File: config.mk
export PLATFORM = sky130hd
export DESIGN_NAME = nca_ctrl
export DESIGN_NICKNAME = d
export VERILOG_FILES = /design/src/nca_pkg.sv /design/src/nca_ctrl.sv
export SDC_FILE = /design/constraint.sdc
export NUM_CORES = 1
export LEC_CHECK = 0
export BUFFER_PORTS_ARGS = -buffer_cell sky130_fd_sc_hd__buf_2
export CORE_AREA = 2 2 39 41
export DETAILED_ROUTE_END_ITERATION = 8
export DIE_AREA = 0 0 41 43
export GPL_ROUTABILITY_DRIVEN = 0
export SLEW_MARGIN = 40
export SYNTH_ARGS = -nofsm -noshare
export SYNTH_HDL_FRONTEND = slang
export SYNTH_SLANG_ARGS = --single-unit
File: constraint.sdc
create_clock -name i_clk -period 1.5 [get_ports i_clk]
set_input_delay 0.225 -clock i_clk [delete_from_list [all_inputs] [get_ports i_clk]]
set_output_delay 0.225 -clock i_clk [all_outputs]
set_load 0.01 [all_outputs]
File: src/nca_pkg.sv
// shared types, codes and helpers for the note channel allocator
// no dependencies
package nca_pkg;

    localparam int ROW_W = 12;
    localparam int CH_OUT_W = 3;
    localparam int ST_W = 3;
    localparam int MAX_CH = 32;
    localparam int MAX_DEPTH = 4096;

    localparam logic CMD_PLACE = 1'b0;
    localparam logic CMD_CLEAR = 1'b1;

    localparam logic [ST_W-1:0] ST_FREE = 3'd0;
    localparam logic [ST_W-1:0] ST_STOLEN = 3'd1;
    localparam logic [ST_W-1:0] ST_TRUNC = 3'd2;
    localparam logic [ST_W-1:0] ST_DROP = 3'd3;
    localparam logic [ST_W-1:0] ST_CLEAR = 3'd4;

    typedef struct packed {
        logic load;
        logic clear_run;
        logic scan_run;
        logic decide;
        logic write_run;
        logic out_load;
    } t_nca_cmd;

    typedef struct packed {
        logic clear_done;
        logic scan_done;
        logic write_done;
        logic bad;
        logic fail;
        logic is_clear;
    } t_nca_stat;

    // index of lowest set bit, zero when none
    function automatic logic [4:0] f_lowest(input logic [MAX_CH-1:0] m);
        logic [4:0] idx;
        idx = '0;
        for (int i = MAX_CH - 1; i >= 0; i--) begin
            if (m[i]) begin
                idx = 5'(i);
            end
        end
        return idx;
    endfunction

endpackage

File: src/nca_ctrl.sv
// controller: sequences clearing, row scan, choice, row write and result transfer
// depends on nca_pkg
module nca_ctrl (
    input  logic                i_clk,
    input  logic                i_rst_n,
    input  logic                i_in_valid,
    output logic                o_in_stall,
    output logic                o_out_valid,
    input  logic                i_out_stall,
    output nca_pkg::t_nca_cmd   o_cmd,
    input  nca_pkg::t_nca_stat  i_stat
);
    import nca_pkg::*;

    typedef enum logic [2:0] {
        S_INIT,
        S_IDLE,
        S_SCAN,
        S_CLEAR,
        S_DECIDE,
        S_WRITE,
        S_DONE
    } t_state;

    t_state r_state;
    t_state n_state;
    logic   r_ovalid;
    logic   n_ovalid;
    logic   out_free;

    assign o_in_stall = (r_state != S_IDLE);
    assign o_out_valid = r_ovalid;
    assign out_free = !r_ovalid || !i_out_stall;

    always_comb begin
        o_cmd = '0;
        n_state = r_state;
        n_ovalid = r_ovalid && i_out_stall;
        case (r_state)
            S_INIT: begin
                o_cmd.clear_run = 1'b1;
                if (i_stat.clear_done) begin
                    n_state = S_IDLE;
                end
            end
            S_IDLE: begin
                if (i_in_valid) begin
                    o_cmd.load = 1'b1;
                    n_state = S_SCAN;
                end
            end
            S_SCAN: begin
                if (i_stat.is_clear) begin
                    n_state = S_CLEAR;
                end else if (i_stat.bad) begin
                    n_state = S_DONE;
                end else begin
                    o_cmd.scan_run = 1'b1;
                    if (i_stat.scan_done) begin
                        n_state = S_DECIDE;
                    end
                end
            end
            S_CLEAR: begin
                o_cmd.clear_run = 1'b1;
                if (i_stat.clear_done) begin
                    n_state = S_DONE;
                end
            end
            S_DECIDE: begin
                o_cmd.decide = 1'b1;
                n_state = S_WRITE;
            end
            S_WRITE: begin
                if (i_stat.fail) begin
                    n_state = S_DONE;
                end else begin
                    o_cmd.write_run = 1'b1;
                    if (i_stat.write_done) begin
                        n_state = S_DONE;
                    end
                end
            end
            S_DONE: begin
                if (out_free) begin
                    o_cmd.out_load = 1'b1;
                    n_ovalid = 1'b1;
                    n_state = S_IDLE;
                end
            end
            default: begin
                n_state = S_IDLE;
            end
        endcase
    end

    always_ff @(posedge i_clk) begin
        if (!i_rst_n) begin
            r_state <= S_INIT;
            r_ovalid <= 1'b0;
        end else begin
            r_state <= n_state;
            r_ovalid <= n_ovalid;
        end
    end

    a_no_overwrite: assert property (@(posedge i_clk) disable iff (!i_rst_n)
        o_cmd.out_load |-> (!r_ovalid || !i_out_stall))
        else $error("result register overwritten before transfer");

    a_load_once: assert property (@(posedge i_clk) disable iff (!i_rst_n)
        o_cmd.load |=> !o_cmd.load)
        else $error("second load without processing");

    a_out_after_done: assert property (@(posedge i_clk) disable iff (!i_rst_n)
        $rose(r_ovalid) |-> $past(r_state == S_DONE))
        else $error("result raised outside completion");

endmodule
==> summary.md <==
| Metric | Value |
|---|---|
| Status | finished, final reports clean |
| Row count | 14 |
| Mapped Cells | 42 |
| Largest net degree at the start of global routing | 9 |
| Layout overhead on the synthesized area | 45.1% |
| DRC Markers | 0 |
| Transition time of the tightest slew-check pin | 432 ps |
| Total Wirelength | 897 um |
| Reg2Reg Setup Slack | 20 ps |
| Post-CTS Hold Buffers | 0 |
| Yosys top cell area share | 0.217 |
| Synth area leaders | dfxtp_1 (22%), buf_6 (6.1%), nor4_4 (5.8%) |
| Final Cycle Share | 0.995 |
| Worst-path maximum fanout | 7 |
| CTS root buf | clkbuf_4 |
| Yosys warnings | 0 |
| CTS clk-pin slew, worst paths | 40 ps |
| Final Critical Period | 1490 ps |
| Tot GR Track Use | 0.124 |
| Sequential cell area fraction in the yosys report | 0.217 |
| Tot Pwr | 901 uW |
| Most frequent cells in the layout | buf_2 (17), buf_4 (6), inv_1 (4), nand2_1 (4), clkbuf_4 (3) |
| Setup WS post-layout | 8.07 ps |
| Max Slew Vio Count | 0 |
| WHS Path Cells | 2 |
| Setup crit end kind | output port |
| CTS tree | yes |
| Final Setup Violations | 0 |
| DIE AREA | 1760 um^2 |
| Vias per cell | 5.07 |
| Initial core utilization | 0.267 |
| Die width | 41 um |
| Setup Slack @ Placement | -21.8 ps |
| Fin. Hold Viols | 0 |
| Via count | 411 |
| CORE AREA | 1380 um^2 |
| Worst Path Arrival | 1270 ps |
| Final core occ | 0.387 |
| Worst Skew | 8.03 ps |
| Distinct cell type count after synthesis | 27 |
| Slew headroom | 0.709 |
| Antenna violations before repair | 0 |
| Fmax | 670 MHz |
| Critical Path Source Type | flop |
| Grt ovf | 0 |
| VDD IR max | 0.000926 V |
| Commonest non-fill, non-tap cell in the layout | buf_2 |
| Syn nets | 52 |
| Number of synthesized register bits | 4 |
| Io pins | 18 |
| Wire per inst | 11.1 um |
| Pleak | 0.000233 uW |
| Vias in the first global route | 381 |
| PwrDens | 1680 nW/um^2 |
| Drt pass-1 iters | 2 |
| Path depth of the worst reg2reg path | 4 |
| Max clock buf depth | 2 |
| Later-pin clock latency in the skew report | 240 ps |
| IO buf count | 17 |
| CTS Buf Count | 3 |
| Max-cap viol count | 0 |
| Area leader, netlist | dfxtp_1 |
| Syn Area/Cell | 8.79 um^2 |
| First-pass GRT wire length | 1.46 mm |
| Initial DRC Count | 4 |
| CP Class | reg -> out |
| RSZ-0062 raised after global routing | yes |
| Mapped cell area | 369 um^2 |
| H-tree depth | 1 |
| Layout cells sized above 1 | 0.585 |
| Worst EP required | 1270 ps |
| Die Height | 43 um |
| Final net count | 77 |
| Detailed Place HPWL | 723 um |
| # diodes | 0 |
| Detail Route Antenna Nets | 0 |
| Clock sink count | 4 |
| Hold Crit Class | in -> reg |
repair_timing:
action,4_1_cts,5_1_grt
resized for setup,3,2
buffers inserted,0,0
setup endpoints to repair,6,8
cells in the mapped netlist:
| library cell | n |
|---|---|
| or3_4 | 1 |
| inv_1 | 4 |
| nand2_1 | 4 |
| nor4_1 | 2 |
| o2111ai_1 | 2 |
| or2_2 | 1 |
| buf_6 | 2 |
| o211ai_1 | 1 |
| and3_1 | 1 |
| o22ai_1 | 1 |
| o41ai_2 | 1 |
| dfxtp_1 | 4 |
| nor2b_1 | 1 |
| o2bb2ai_2 | 1 |
| nand3b_1 | 1 |
| nor4bb_1 | 1 |
| buf_2 | 1 |
| a21oi_1 | 1 |
| nor3_1 | 4 |
| nor4_4 | 1 |
| or2b_2 | 1 |
| or4b_4 | 1 |
| o311ai_0 | 1 |
| o221a_1 | 1 |
| o21ai_0 | 1 |
| a21boi_0 | 1 |
| and2b_1 | 1 |
power breakdown:
group / leakage, uW / internal, uW / switching, uW / total [uW]
clock network: 0.0000138 / 89.6 / 46.0 / 136
logic: 0.000185 / 294 / 260 / 553
registers: 0.0000339 / 153 / 59.2 / 213
cell families after synthesis:
kind of cell    share of synthesized area
buf+inv                             0.115
compound gates                      0.271
flops                               0.217
simple gates                        0.397
state kept, by name, summed over array words and instances, names as in the netlist:
register and cells:
r_state 3, o_out_valid 1
metal layers:
metal / up-vias / part of all wire / track usage
met5: - / 0 / 0
met4: 0 / 0.014 / 0.0600
met1: 183 / 0.46 / 0.135
li1: 210 / - / -
met2: 16 / 0.43 / 0.188
met3: 2 / 0.090 / 0.0681
through the flow:
stage               hold WS, ps  std cells  TNS, ps  instance area (um^2)
detailed placement          541         78    -33.6                   498
finish                      306         81        0                   536
global placement            533         78    -24.4                   498
floorplan                   367         42        0                   375
CTS                         296         81    -7.50                   529
global route                312         81     -288                   536
worst paths after layout:
kind	startpoint	end
worst max-delay path	r_state[1]	o_cmd[1]
worst min-delay path	i_rst_n	r_state[0]
worst max register to register	r_state[0]	r_state[0]
worst min register to register	o_out_valid	o_out_valid
worst max-delay path: stages, from the launching register on:
cell	delay (ps)
dfxtp_4	350
buf_4	130
nor4bb_2	350
buf_2	200
layout make-up:
type / count / area, um^2
Tap cell: 16 / 20.0
Clock buffer: 3 / 22.5
Fill cell: 143 / 848
Timing Repair Buffer: 23 / 130
Sequential cell: 4 / 85.1
Multi-Input combinational cell: 31 / 263
Inverter: 4 / 15.0
Power figures use the tool's default switching activity.
